File: src/rtl/dbcd_pkg.sv
// Shared types, constants and decode functions for the Danmarc2 code point decoder.
`default_nettype none

package dbcd_pkg;

   localparam int MAX_MARKS   = 4;
   localparam int QUEUE_DEPTH = 2;

   localparam logic [7:0] CHAR_AT         = 8'h40;
   localparam logic [7:0] CHAR_STAR       = 8'h2A;
   localparam logic [7:0] CHAR_CURRENCY   = 8'hA4;
   localparam logic [7:0] CHAR_AA_LOWER   = 8'hE5;
   localparam logic [7:0] CHAR_AA_UPPER   = 8'hC5;
   localparam logic [7:0] CHAR_U          = 8'h55;

   localparam logic [15:0] CP_SMALL_AA   = 16'hA733;
   localparam logic [15:0] CP_CAPITAL_AA = 16'hA732;

   localparam logic [2:0] PHASE_IDLE   = 3'd0;
   localparam logic [2:0] PHASE_FIRST  = 3'd1;
   localparam logic [2:0] PHASE_DIGITS = 3'd2;
   localparam logic [2:0] PHASE_USEQ_LAST = 3'd3;
   localparam logic [2:0] PHASE_HEX_LAST  = 3'd4;

   typedef enum logic [1:0] {
      KIND_NONE,
      KIND_USEQ,
      KIND_HEX
   } esc_kind_type;

   typedef enum logic {
      BACK_IDLE,
      BACK_DRAIN
   } back_state_type;

   // One transaction from the front to the back
   typedef struct packed {
      logic        is_eos;
      logic        pending;
      logic        is_mark;
      logic [15:0] value;
   } item_type;

   // {valid, digit}
   function automatic logic [4:0] hex_digit(input logic [7:0] b);
      logic [4:0] r;
      r = 5'd0;
      if (b >= 8'h30 && b <= 8'h39) begin
         r = {1'b1, 4'(b - 8'h30)};
      end else if (b >= 8'h61 && b <= 8'h66) begin
         r = {1'b1, 4'(b - 8'h57)};
      end else if (b >= 8'h41 && b <= 8'h46) begin
         r = {1'b1, 4'(b - 8'h37)};
      end
      return r;
   endfunction

   function automatic logic [15:0] useq_map(input logic [15:0] v);
      logic [15:0] r;
      case (v)
         16'h00A7: r = 16'h02B9;
         16'h00AE: r = 16'h02BC;
         16'h00B0: r = 16'h02BB;
         16'h00B7: r = 16'h02BA;
         16'h00D8: r = 16'h2014;
         16'h00D9: r = 16'h2191;
         16'h00DA: r = 16'h2193;
         16'h00E0: r = 16'h0309;
         16'h00EB: r = 16'hFE20;
         16'h00EC: r = 16'hFE21;
         16'h00F7: r = 16'h0326;
         16'h00F8: r = 16'h031C;
         16'h00F9: r = 16'h032E;
         16'h00FA: r = 16'hFE22;
         16'h00FC: r = 16'h0308;
         16'h00FD: r = 16'hF0FD;
         16'h00FE: r = 16'hF0FE;
         16'h00FF: r = 16'hF0FF;
         default:  r = v;
      endcase
      return r;
   endfunction

   function automatic logic [15:0] swap_map(input logic [15:0] v);
      logic [15:0] r;
      case (v)
         16'h005E: r = 16'h0302;
         16'h005F: r = 16'h0332;
         16'h0060: r = 16'h0300;
         16'h00A8: r = 16'h0308;
         16'h00AF: r = 16'h0304;
         16'h00B4: r = 16'h0301;
         16'h00B8: r = 16'h0327;
         16'h02C7: r = 16'h030C;
         16'h02D8: r = 16'h0306;
         16'h02DA: r = 16'h030A;
         16'h02DB: r = 16'h0328;
         16'h02DD: r = 16'h030B;
         default:  r = v;
      endcase
      return r;
   endfunction

   function automatic logic is_mark(input logic [15:0] v);
      return (v >= 16'h0300 && v <= 16'h036F) ||
             (v >= 16'h1AB0 && v <= 16'h1AFF) ||
             (v >= 16'h1DC0 && v <= 16'h1DFF) ||
             (v >= 16'h20D0 && v <= 16'h20FF) ||
             (v >= 16'hFE20 && v <= 16'hFE2F);
   endfunction

endpackage

`default_nettype wire

File: src/rtl/dbcd_front.sv
// Front end: escape parsing of raw bytes into decoded values and end-of-stream events.
`default_nettype none

module dbcd_front (
   input  wire logic               clock,
   input  wire logic               reset,
   input  wire logic               req_valid,
   output      logic               req_stall,
   input  wire logic [7:0]         req_data_byte,
   input  wire logic               req_end_of_stream,
   input  wire logic               queue_full,
   output      logic               push,
   output      dbcd_pkg::item_type push_item
);

   logic [2:0]             phase_ff, phase_in;
   dbcd_pkg::esc_kind_type kind_ff, kind_in;
   logic [15:0]            acc_ff, acc_in;
   logic                   stopped_ff, stopped_in;

   logic        accept;
   logic        emit;
   logic [15:0] raw_value;
   logic [15:0] swapped;
   logic [4:0]  digit;
   logic [15:0] feed_acc;
   logic        feed_stopped;

   assign req_stall = queue_full;
   assign accept    = req_valid && !queue_full;
   assign digit     = dbcd_pkg::hex_digit(req_data_byte);

   always_comb begin
      feed_acc     = acc_ff;
      feed_stopped = stopped_ff;
      if (!stopped_ff) begin
         if (digit[4]) begin
            feed_acc = {acc_ff[11:0], digit[3:0]};
         end else begin
            feed_stopped = 1'b1;
         end
      end
   end

   always_comb begin
      phase_in   = phase_ff;
      kind_in    = kind_ff;
      acc_in     = acc_ff;
      stopped_in = stopped_ff;
      emit       = 1'b0;
      raw_value  = {8'd0, req_data_byte};
      push       = 1'b0;
      push_item.is_eos  = 1'b0;
      push_item.pending = 1'b0;
      if (accept) begin
         if (req_end_of_stream) begin
            push              = 1'b1;
            push_item.is_eos  = 1'b1;
            push_item.pending = (phase_ff != dbcd_pkg::PHASE_IDLE);
            phase_in   = dbcd_pkg::PHASE_IDLE;
            kind_in    = dbcd_pkg::KIND_NONE;
            acc_in     = 16'd0;
            stopped_in = 1'b0;
         end else if (phase_ff == dbcd_pkg::PHASE_IDLE) begin
            if (req_data_byte == dbcd_pkg::CHAR_AT) begin
               phase_in = dbcd_pkg::PHASE_FIRST;
            end else begin
               emit = 1'b1;
            end
         end else if (phase_ff == dbcd_pkg::PHASE_FIRST) begin
            if (req_data_byte == dbcd_pkg::CHAR_AT || req_data_byte == dbcd_pkg::CHAR_STAR ||
                req_data_byte == dbcd_pkg::CHAR_CURRENCY) begin
               emit     = 1'b1;
               phase_in = dbcd_pkg::PHASE_IDLE;
            end else if (req_data_byte == dbcd_pkg::CHAR_AA_LOWER) begin
               emit      = 1'b1;
               raw_value = dbcd_pkg::CP_SMALL_AA;
               phase_in  = dbcd_pkg::PHASE_IDLE;
            end else if (req_data_byte == dbcd_pkg::CHAR_AA_UPPER) begin
               emit      = 1'b1;
               raw_value = dbcd_pkg::CP_CAPITAL_AA;
               phase_in  = dbcd_pkg::PHASE_IDLE;
            end else begin
               phase_in = dbcd_pkg::PHASE_DIGITS;
               if (req_data_byte == dbcd_pkg::CHAR_U) begin
                  kind_in    = dbcd_pkg::KIND_USEQ;
                  acc_in     = 16'd0;
                  stopped_in = 1'b0;
               end else begin
                  kind_in    = dbcd_pkg::KIND_HEX;
                  acc_in     = digit[4] ? {12'd0, digit[3:0]} : 16'd0;
                  stopped_in = !digit[4];
               end
            end
         end else if (kind_ff == dbcd_pkg::KIND_USEQ || kind_ff == dbcd_pkg::KIND_HEX) begin
            if ((kind_ff == dbcd_pkg::KIND_USEQ && phase_ff >= dbcd_pkg::PHASE_USEQ_LAST) ||
                (kind_ff == dbcd_pkg::KIND_HEX && phase_ff >= dbcd_pkg::PHASE_HEX_LAST)) begin
               emit       = 1'b1;
               raw_value  = (kind_ff == dbcd_pkg::KIND_USEQ) ? dbcd_pkg::useq_map(feed_acc)
                                                             : feed_acc;
               phase_in   = dbcd_pkg::PHASE_IDLE;
               kind_in    = dbcd_pkg::KIND_NONE;
               acc_in     = 16'd0;
               stopped_in = 1'b0;
            end else begin
               acc_in     = feed_acc;
               stopped_in = feed_stopped;
               phase_in   = phase_ff + 3'd1;
            end
         end else begin
            phase_in   = dbcd_pkg::PHASE_IDLE;
            kind_in    = dbcd_pkg::KIND_NONE;
            acc_in     = 16'd0;
            stopped_in = 1'b0;
         end
         if (emit) begin
            push = 1'b1;
            if (phase_ff != dbcd_pkg::PHASE_IDLE) begin
               kind_in    = dbcd_pkg::KIND_NONE;
               acc_in     = 16'd0;
               stopped_in = 1'b0;
            end
         end
      end
      swapped           = dbcd_pkg::swap_map(raw_value);
      push_item.value   = push_item.is_eos ? 16'd0 : swapped;
      push_item.is_mark = !push_item.is_eos && dbcd_pkg::is_mark(swapped);
   end

   always_ff @(posedge clock) begin
      if (reset) begin
         phase_ff   <= dbcd_pkg::PHASE_IDLE;
         kind_ff    <= dbcd_pkg::KIND_NONE;
         acc_ff     <= 16'd0;
         stopped_ff <= 1'b0;
      end else begin
         phase_ff   <= phase_in;
         kind_ff    <= kind_in;
         acc_ff     <= acc_in;
         stopped_ff <= stopped_in;
      end
   end

endmodule

`default_nettype wire

File: src/rtl/dbcd_queue.sv
// Short register queue between the front and back ends.
`default_nettype none

module dbcd_queue (
   input  wire logic               clock,
   input  wire logic               reset,
   input  wire logic               push,
   input  wire dbcd_pkg::item_type push_item,
   output      logic               full,
   input  wire logic               pop,
   output      logic               not_empty,
   output      dbcd_pkg::item_type pop_item
);

   localparam int DEPTH = dbcd_pkg::QUEUE_DEPTH;
   localparam int PTR_W = (DEPTH > 1) ? $clog2(DEPTH) : 1;
   localparam int CNT_W = $clog2(DEPTH + 1);

   dbcd_pkg::item_type slot_ff [DEPTH];
   logic [PTR_W-1:0]   wr_ptr_ff, wr_ptr_in;
   logic [PTR_W-1:0]   rd_ptr_ff, rd_ptr_in;
   logic [CNT_W-1:0]   count_ff, count_in;
   logic               do_push;
   logic               do_pop;

   assign full      = (count_ff == CNT_W'(DEPTH));
   assign not_empty = (count_ff != '0);
   assign pop_item  = slot_ff[rd_ptr_ff];
   assign do_push   = push && !full;
   assign do_pop    = pop && not_empty;

   always_comb begin
      wr_ptr_in = wr_ptr_ff;
      rd_ptr_in = rd_ptr_ff;
      count_in  = count_ff;
      if (do_push) begin
         wr_ptr_in = (wr_ptr_ff == PTR_W'(DEPTH - 1)) ? '0 : wr_ptr_ff + PTR_W'(1);
      end
      if (do_pop) begin
         rd_ptr_in = (rd_ptr_ff == PTR_W'(DEPTH - 1)) ? '0 : rd_ptr_ff + PTR_W'(1);
      end
      if (do_push && !do_pop) begin
         count_in = count_ff + CNT_W'(1);
      end else if (do_pop && !do_push) begin
         count_in = count_ff - CNT_W'(1);
      end
   end

   always_ff @(posedge clock) begin
      if (do_push) begin
         slot_ff[wr_ptr_ff] <= push_item;
      end
   end

   always_ff @(posedge clock) begin
      if (reset) begin
         wr_ptr_ff <= '0;
         rd_ptr_ff <= '0;
         count_ff  <= '0;
      end else begin
         wr_ptr_ff <= wr_ptr_in;
         rd_ptr_ff <= rd_ptr_in;
         count_ff  <= count_in;
      end
   end

endmodule

`default_nettype wire

File: src/rtl/dbcd_back.sv
// Back end: combining mark stack, reordering and result register.
`default_nettype none

module dbcd_back #(
   parameter int MAX_MARKS = dbcd_pkg::MAX_MARKS
) (
   input  wire logic               clock,
   input  wire logic               reset,
   input  wire logic               not_empty,
   input  wire dbcd_pkg::item_type item,
   output      logic               pop,
   output      logic               rsp_valid,
   input  wire logic               rsp_stall,
   output      logic [15:0]        rsp_code_point,
   output      logic               rsp_truncated_error,
   output      logic               rsp_last_of_run
);

   localparam int CNT_W = $clog2(MAX_MARKS + 1);
   localparam int IDX_W = (MAX_MARKS > 1) ? $clog2(MAX_MARKS) : 1;

   dbcd_pkg::back_state_type state_ff, state_in;
   logic [15:0]      stack_ff [MAX_MARKS];
   logic [CNT_W-1:0] count_ff, count_in;
   logic [CNT_W-1:0] top_cnt;
   logic [IDX_W-1:0] top_idx;
   logic [IDX_W-1:0] wr_idx;
   logic             out_free;
   logic             room;
   logic             push_mark;
   logic             emit;
   logic [15:0]      emit_cp;
   logic             emit_err;
   logic             emit_last;
   logic             valid_ff, valid_in;
   logic [15:0]      cp_ff;
   logic             err_ff;
   logic             last_ff;

   assign out_free = !valid_ff || !rsp_stall;
   assign room     = (count_ff < CNT_W'(MAX_MARKS));
   assign top_cnt  = count_ff - CNT_W'(1);
   assign top_idx  = top_cnt[IDX_W-1:0];
   assign wr_idx   = count_ff[IDX_W-1:0];

   always_comb begin
      state_in = state_ff;
      case (state_ff)
         dbcd_pkg::BACK_IDLE: begin
            if (not_empty && !item.is_eos && !(item.is_mark && room) && out_free &&
                count_ff != '0) begin
               state_in = dbcd_pkg::BACK_DRAIN;
            end
         end
         dbcd_pkg::BACK_DRAIN: begin
            if (out_free && count_ff == CNT_W'(1)) begin
               state_in = dbcd_pkg::BACK_IDLE;
            end
         end
         default: state_in = dbcd_pkg::BACK_IDLE;
      endcase
   end

   always_comb begin
      pop       = 1'b0;
      push_mark = 1'b0;
      emit      = 1'b0;
      emit_cp   = item.value;
      emit_err  = 1'b0;
      emit_last = 1'b0;
      count_in  = count_ff;
      case (state_ff)
         dbcd_pkg::BACK_IDLE: begin
            if (not_empty) begin
               if (item.is_eos) begin
                  if (item.pending || count_ff != '0) begin
                     if (out_free) begin
                        pop       = 1'b1;
                        emit      = 1'b1;
                        emit_cp   = 16'd0;
                        emit_err  = 1'b1;
                        emit_last = 1'b1;
                        count_in  = '0;
                     end
                  end else begin
                     pop = 1'b1;
                  end
               end else if (item.is_mark && room) begin
                  pop       = 1'b1;
                  push_mark = 1'b1;
                  count_in  = count_ff + CNT_W'(1);
               end else if (out_free) begin
                  pop       = 1'b1;
                  emit      = 1'b1;
                  emit_last = (count_ff == '0);
               end
            end
         end
         dbcd_pkg::BACK_DRAIN: begin
            if (out_free) begin
               emit      = 1'b1;
               emit_cp   = stack_ff[top_idx];
               emit_last = (count_ff == CNT_W'(1));
               count_in  = top_cnt;
            end
         end
         default: begin
            count_in = '0;
         end
      endcase
   end

   assign valid_in = emit || (valid_ff && rsp_stall);

   always_ff @(posedge clock) begin
      if (push_mark) begin
         stack_ff[wr_idx] <= item.value;
      end
      if (emit) begin
         cp_ff   <= emit_cp;
         err_ff  <= emit_err;
         last_ff <= emit_last;
      end
   end

   always_ff @(posedge clock) begin
      if (reset) begin
         state_ff <= dbcd_pkg::BACK_IDLE;
         count_ff <= '0;
         valid_ff <= 1'b0;
      end else begin
         state_ff <= state_in;
         count_ff <= count_in;
         valid_ff <= valid_in;
      end
   end

   assign rsp_valid           = valid_ff;
   assign rsp_code_point      = cp_ff;
   assign rsp_truncated_error = err_ff;
   assign rsp_last_of_run     = last_ff;

endmodule

`default_nettype wire

File: src/rtl/danmarc_byte_to_codepoint_decoder_unit.sv
// Top level of the Danmarc2 byte to code point decoder.
// The block takes one byte per cycle unless stalled and turns it into 16-bit code points.
// The front end parses escapes and maps each decoded value; a two-entry queue passes it
// to the back end, which stacks up to MAX_MARKS leading combining marks and, when the base
// arrives, returns the base followed by the marks in reverse order. A base with n stacked
// marks gives 1 + n results, one per cycle from the single result register unless
// rsp_stall is high; while that burst drains, bytes keep being taken until the queue fills,
// after which req_stall rises. Bytes that produce no result, or a single one, pass at one
// per cycle unless rsp_stall is high. An end-of-stream transaction inside an escape or with
// marks stacked returns one result with truncated_error set and drops the stacked marks.
`default_nettype none

module danmarc_byte_to_codepoint_decoder_unit #(
   parameter int MAX_MARKS = dbcd_pkg::MAX_MARKS
) (
   input  wire logic        clock,
   input  wire logic        reset,
   input  wire logic        req_valid,
   output      logic        req_stall,
   input  wire logic [7:0]  req_data_byte,
   input  wire logic        req_end_of_stream,
   output      logic        rsp_valid,
   input  wire logic        rsp_stall,
   output      logic [15:0] rsp_code_point,
   output      logic        rsp_truncated_error,
   output      logic        rsp_last_of_run
);

   logic               queue_full;
   logic               push;
   dbcd_pkg::item_type push_item;
   logic               pop;
   logic               not_empty;
   dbcd_pkg::item_type pop_item;

   dbcd_front u_front (
      .clock             (clock),
      .reset             (reset),
      .req_valid         (req_valid),
      .req_stall         (req_stall),
      .req_data_byte     (req_data_byte),
      .req_end_of_stream (req_end_of_stream),
      .queue_full        (queue_full),
      .push              (push),
      .push_item         (push_item)
   );

   dbcd_queue u_queue (
      .clock     (clock),
      .reset     (reset),
      .push      (push),
      .push_item (push_item),
      .full      (queue_full),
      .pop       (pop),
      .not_empty (not_empty),
      .pop_item  (pop_item)
   );

   dbcd_back #(
      .MAX_MARKS (MAX_MARKS)
   ) u_back (
      .clock               (clock),
      .reset               (reset),
      .not_empty           (not_empty),
      .item                (pop_item),
      .pop                 (pop),
      .rsp_valid           (rsp_valid),
      .rsp_stall           (rsp_stall),
      .rsp_code_point      (rsp_code_point),
      .rsp_truncated_error (rsp_truncated_error),
      .rsp_last_of_run     (rsp_last_of_run)
   );

endmodule

`default_nettype wire

File: config.mk
export PLATFORM = sky130hd
export DESIGN_NAME = danmarc_byte_to_codepoint_decoder_unit
export DESIGN_NICKNAME = d
export VERILOG_FILES = /design/src/rtl/dbcd_pkg.sv /design/src/rtl/dbcd_front.sv /design/src/rtl/dbcd_queue.sv /design/src/rtl/dbcd_back.sv /design/src/rtl/danmarc_byte_to_codepoint_decoder_unit.sv
export SDC_FILE = /design/constraint.sdc
export NUM_CORES = 1
export LEC_CHECK = 0
export BUFFER_PORTS_ARGS = -buffer_cell sky130_fd_sc_hd__buf_2
export CAP_MARGIN = 20
export CORE_ASPECT_RATIO = 1.25
export CORE_MARGIN = 2
export CORE_UTILIZATION = 50
export DETAILED_ROUTE_END_ITERATION = 12
export GPL_ROUTABILITY_DRIVEN = 1
export GPL_TIMING_DRIVEN = 0
export PLACE_DENSITY = 0.66
export SLEW_MARGIN = 20
export SYNTH_ARGS = -nofsm -noshare
export SYNTH_HDL_FRONTEND = slang
export SYNTH_SLANG_ARGS = --single-unit
File: constraint.sdc
create_clock -name clock -period 8.4 [get_ports clock]
set_input_delay 0.84 -clock clock [delete_from_list [all_inputs] [get_ports clock]]
set_output_delay 0.84 -clock clock [all_outputs]
set_load 0.05 [all_outputs]
**After elaboration in Yosys (flattened, before gate mapping)**

Memory sizes are Yosys's and may differ from the RTL's. A register that Yosys moved wholly into a read port is not among the register bits.
Index checks and enable logic that the tools add are counted.

- Word-level logic and storage cells: 271
- Output and inout bits: 20
- Memories kept: 2
- Register bits after elaboration: 49
- Bits in writable memories: 102

- Magnitude comparators: 19
- Muxes and demuxes: 125
- Equal/unequal tests: 47
- Bitwise logic cells: 3
- Reduce and logical (&&, ||, !) cells: 52
- Add/subtract/negate cells: 10

Memories:

| memory | depth | width | read ports | clocked after memory_dff | write ports | RTL line | RTL |
|---|---|---|---|---|---|---|---|
| u_back.stack_ff | 4 | 16 | 1 | 0 | 1 | dbcd_back.sv:23 | `logic [15:0] stack_ff [MAX_MARKS];` |
| u_queue.slot_ff | 2 | 19 | 1 | 1 | 1 | dbcd_queue.sv:19 | `dbcd_pkg::item_type slot_ff [DEPTH];` |

Operator list:

| cell | count |
|---|---|
| two-way mux 16 bit | 29 |
| equality test 16 x 8 -> 1 bit, second input constant | 22 |
| case mux 16 bit (18 select lines) | 1 |
| case mux 16 bit (12 select lines) | 1 |
| equality test 16 x 10 -> 1 bit, second input constant | 5 |
| two-way mux 1 bit | 55 |
| equality test 16 x 7 -> 1 bit, second input constant | 3 |
| two-way mux 3 bit | 14 |
| >= comparator 16 x 13 -> 1 bit, second input constant | 2 |
| less-or-equal comparator 16 x 13 -> 1 bit, second input constant | 2 |
| two-way mux 2 bit | 16 |
| case mux 16 bit (2 select lines) | 1 |
| equality test 8 bit, second input constant | 3 |
| logical AND 1 bit | 23 |
| equality test 8 x 7 -> 1 bit, second input constant | 2 |
| >= comparator 16 x 10 -> 1 bit, second input constant | 1 |
| >= comparator 16 x 14 -> 1 bit, second input constant | 1 |
| >= comparator 16 bit, second input constant | 1 |
| >= comparator 8 x 7 -> 1 bit, second input constant | 2 |
| less-or-equal comparator 16 x 10 -> 1 bit, second input constant | 1 |
| less-or-equal comparator 16 x 14 -> 1 bit, second input constant | 1 |
| less-or-equal comparator 16 bit, second input constant | 1 |
| less-or-equal comparator 8 x 7 -> 1 bit, second input constant | 2 |
| two-way mux 5 bit | 3 |
| 32 further kinds | 64 |

**Longest topological paths before layout**

- Depth after elaboration: 25
- Depth in mapped cells: 22

**Cells and area by module**

From an unflattened synthesis, not the netlist that was laid out.

- Cell total of the unflattened synthesis: 952
- Area, all modules: 9756.9 um^2

Modules (own cells, without submodules):

| module | times used | cells an instance | sequential area each (um^2) | area an instance (um^2) |
|---|---|---|---|---|
| dbcd_front | 1 | 678 | 440.4 | 4559.4 |
| dbcd_back | 1 | 190 | 2562.5 | 3609.7 |
| dbcd_queue | 1 | 84 | 1241.2 | 1587.8 |

**Least setup slack after synthesis**

No wires, ideal clock.

- Path type: input to register
- Start: in req_data_byte[0]
- End: mem u_queue.slot_ff[0][16] in the netlist's numbering, data pin
- Path buffers: 4
- Arrival time: 5.154 ns
- Cell stages on the path: 20
- Slack: 2.984 ns
- Cells stage by stage: clkbuf_1 -> inv_2 -> ha_1 -> o21bai_2 -> a21oi_2 -> and2b_1 -> buf_4 -> nor2_2 -> clkbuf_1 -> clkbuf_1 -> mux2_2 -> o21ai_0 -> a21oi_1 -> o211ai_1 -> nand4b_1 -> or4_1 -> nor4_1 -> nor3_2 -> a31oi_1 -> o2bb2ai_1

RTL lines:

| what | RTL line | RTL |
|---|---|---|
| start: declaration | danmarc_byte_to_codepoint_decoder_unit.sv:20 | `input wire logic [7:0] req_data_byte,` |
| end: declaration | dbcd_queue.sv:19 |  |

==> impl_metrics.toml <==
[clock_network]
numCtsBuffers = 17
cts_tree = "done"
htree_levels = 4
clk_pin_slew_worst_paths_ps = 60
cts_hold_buffers = 0
clock_latency_ps = 420
cts_buffer_depth = 2
cts_sinks = 152
cts.repair.resized = 0
post_cts_buffers = 0
root_buffer = "clkbuf_16"

[synth]
yosys_most_used_dff = "edfxtp_1"
synth_edf_count = 120
syn_area_mm2 = 0.009771
ys_seq_elements = 152
synth_nets = 1040
synth.distinct_cells = 106
synth_top_area_share_pct = 36.88
ys_warn_count = 0
synthTopCellsByArea = "edfxtp_1 (37%), dfxtp_1 (6.6%), nor2_1 (3.9%), mux4_2 (3.7%), a21oi_1 (3.6%)"
yosys.area.top_type = "edfxtp_1"
syn_area_per_cell_um2 = 9.664
syn_inst = 1011
synth_async_sr_flop_share_pct = 0
synth_seq_area_share_pct = 43.44

[power]
p_total_mw = 2.667
p_leak_nw = 3.658
ir_worst_vdd_uv = 157.0
powerDensity_mw_per_mm2 = 244.8

[run_status]
status = "complete, no violations"

[placement]
post-place-ws_ps = 1326
gp_congestion = 1.016
dp_hpwl_um = 22170
post_dp_cell_area_mm2 = 0.01028
port_buffers = 30

[setup_path]
crit_fanout = 10
r2r-start = "u_front.acc_ff[8]"
crit_buf_inv = 7
cp-end-kind = "flop"
reg2reg_slack_ps = 2500
critical_path.most_common_cell = "clkbuf_1"
startpoint_type = "input port"
worstSetupPathType = "input port to flop"
slowest_delay_ps = 620
r2r-end = "u_queue.slot_ff[1][16]"
path_cells = "buf_2, clkbuf_1, inv_2, ha_1, o21bai_2, a21oi_2, and2b_1, buf_4, nor2_2, clkbuf_1, clkbuf_1, clkbuf_1, a31oi_1, nand3_1, o21ba_2, a22o_1, nor3_1, nand4_1, nor4_1, nor3_2, a31oi_1, o2bb2ai_1"
cpLargestDelayFamily = "buffers and inverters"
crit_arrival_ps = 7040
ff2ff_path_depth = 15
cpMaxStageDelayCell = "nor4_1"
cp_num_cells = 22
required_ps = 8530

[route]
drtAntennaViolNets = 0
drt_first_pass_iters = 7
drc = 0
wl_per_cell_um = 21.71
drt_iter0_drc = 707
vias_per_cell = 6.414
wl_um = 29090
via_count = 8595

[floorplan]
core_area_mm2 = 0.01933
rows = 57
die_x_um = 129.0
start_util_pct = 50.55
pin_count = 33
die_y_um = 160.3
die-area_mm2 = 0.02068

[global_routing]
grt_pass1_wl_um = 45530
grt-ovfl-total = 0
use_met1_pct = 31.71
use_met3_pct = 4.297
grt_usage_pct = 28.62
gr-usage-met2_pct = 50.26
grt.busiest_layer = "met2"
grt_max_degree = 20
grt_pass1_vias = 8382
antenna_found_initial = 0

[worst_hold_path]
min_path_cells = 2
hold_path_class = "flop to flop"
holdPathEnd = "u_queue.rd_ptr_ff"
min_from = "u_queue.rd_ptr_ff"

[sta]
skew_ps = 14.21
finalCritPeriodShare_pct = 82.30
final-setup-viol-count = 0
setup-tns-final_ps = 0
clock.fmax_ghz = 0.1446
min_period_ps = 6914
finalWorstSetupSlack_ps = 1486
slew_headroom_pct = 31.06
rsz0062_at_grt = "false"
max_slew.worst_pin.slew_ps = 1025
hold_viol = 0
slew_viol_final = 0

[job]
drv_cap = 0

[final_layout]
syn_to_final_growth_pct = 11.51
drive_gt1_share_pct = 14.98
final_common_cell = "edfxtp_1"
nets = 1091
final_area_mm2 = 0.01090
diodes = 0
layout_common_cells = "edfxtp_1 (120), nor2_1 (100), nand2_1 (92)"
==> report_power, final <==
| part | switching, mW | internal, mW | total [mW] |
|---|---|---|---|
| logic | 0.578 | 0.268 | 0.846 |
| registers | 0.0305 | 1.00 | 1.03 |
| clock network | 0.314 | 0.475 | 0.789 |
==> logic make-up after synthesis <==
| logic type | share of synthesized area [%] |
|---|---|
| XOR/XNOR | 0.8964 |
| adder cells (fa/ha/maj) | 2.049 |
| AO/OA/AOI/OAI | 19.71 |
| flip-flops | 43.44 |
| buffers and inverters | 4.110 |
| AND/OR/NAND/NOR | 22.65 |
| multiplexers | 7.146 |
==> how the worst max path moves through the flow <==
stage                     start                      to
3_5_place_dp   req_data_byte[0]  u_queue.slot_ff[0][16]
4_1_cts        req_data_byte[0]  u_queue.slot_ff[1][16]
6_report       req_data_byte[0]  u_queue.slot_ff[1][16]
5_1_grt        req_data_byte[0]  u_queue.slot_ff[0][16]
3_3_place_gp   req_data_byte[0]  u_queue.slot_ff[0][16]
2_1_floorplan  req_data_byte[0]  u_queue.slot_ff[0][16]
==> sequential cells by signal (all words and copies together), names as in the netlist, 2 cells and up, named ones only <==
register,flops
u_back.stack_ff,64
u_queue.slot_ff,38
u_back.rsp_code_point,16
u_front.acc_ff,16
u_back.count_ff,3
u_front.phase_ff,3
u_front.kind_ff,2
u_queue.count_ff,2
==> Yosys cell counts (4+ instances only) <==
master	instances
a2111oi_0	5
a211o_1	4
a211oi_1	11
a21o_1	5
a21oi_1	70
a22oi_1	19
a31oi_1	15
and2_1	16
and3_1	7
buf_2	8
buf_4	4
buf_6	6
clkbuf_1	43
dfxtp_1	32
edfxtp_1	120
ha_1	16
inv_1	24
mux2_2	22
mux2i_1	9
mux4_2	16
nand2_1	92
nand2b_1	18
nand3_1	37
nand3b_1	5
nand4_1	15
nand4b_1	4
nor2_1	101
nor2b_1	10
nor3_1	34
nor3b_1	4
nor4_1	19
nor4b_1	7
o2111ai_1	4
o211ai_1	15
o21a_1	7
o21ai_0	41
o21ai_1	10
o22ai_1	5
or2_2	4
or3_1	14
or4_1	7
xnor2_1	6
xor2_1	4
==> metal layers <==
metal,vias up,routed length [um]
li1,4003,-
met1,4144,11050
met2,333,14760
met3,115,1288
met4,0,1988
met5,-,0
==> worst register-to-register path, cell delays in order, from the launching register on <==
cell and delay, ps:
dfxtp_1 390, nor4_2 790, nand3_1 280, or3_1 460
a2111oi_0 620, a21oi_1 230, a211oi_1 530, a21oi_1 130
o211ai_1 200, nand4b_1 210, nor4_1 720, a21oi_1 190
o211a_1 300, buf_6 140, a41o_1 230, o2bb2ai_1 270
==> final cells by class <==
type | count | area [um^2]
Clock inverter | 15 | 190.2
Inverter | 25 | 93.84
Clock buffer | 17 | 425.4
Buffer | 63 | 307.8
Tap cell | 265 | 331.6
Multi-Input combinational cell | 771 | 5130
Timing Repair Buffer | 32 | 172.7
Fill cell | 1751 | 8432
Sequential cell | 152 | 4244
==> through the flow <==
step	hold slack [ps]	utilization (%)	std cells
after floorplan	470.4	-	1011
after global placement	489.9	53.05	1306
after detailed placement	494.9	53.19	1308
after CTS	512.6	56.37	1340
after global routing	545.0	56.37	1340
final	519.1	56.37	1340
(Power assumes the default switching activity.)
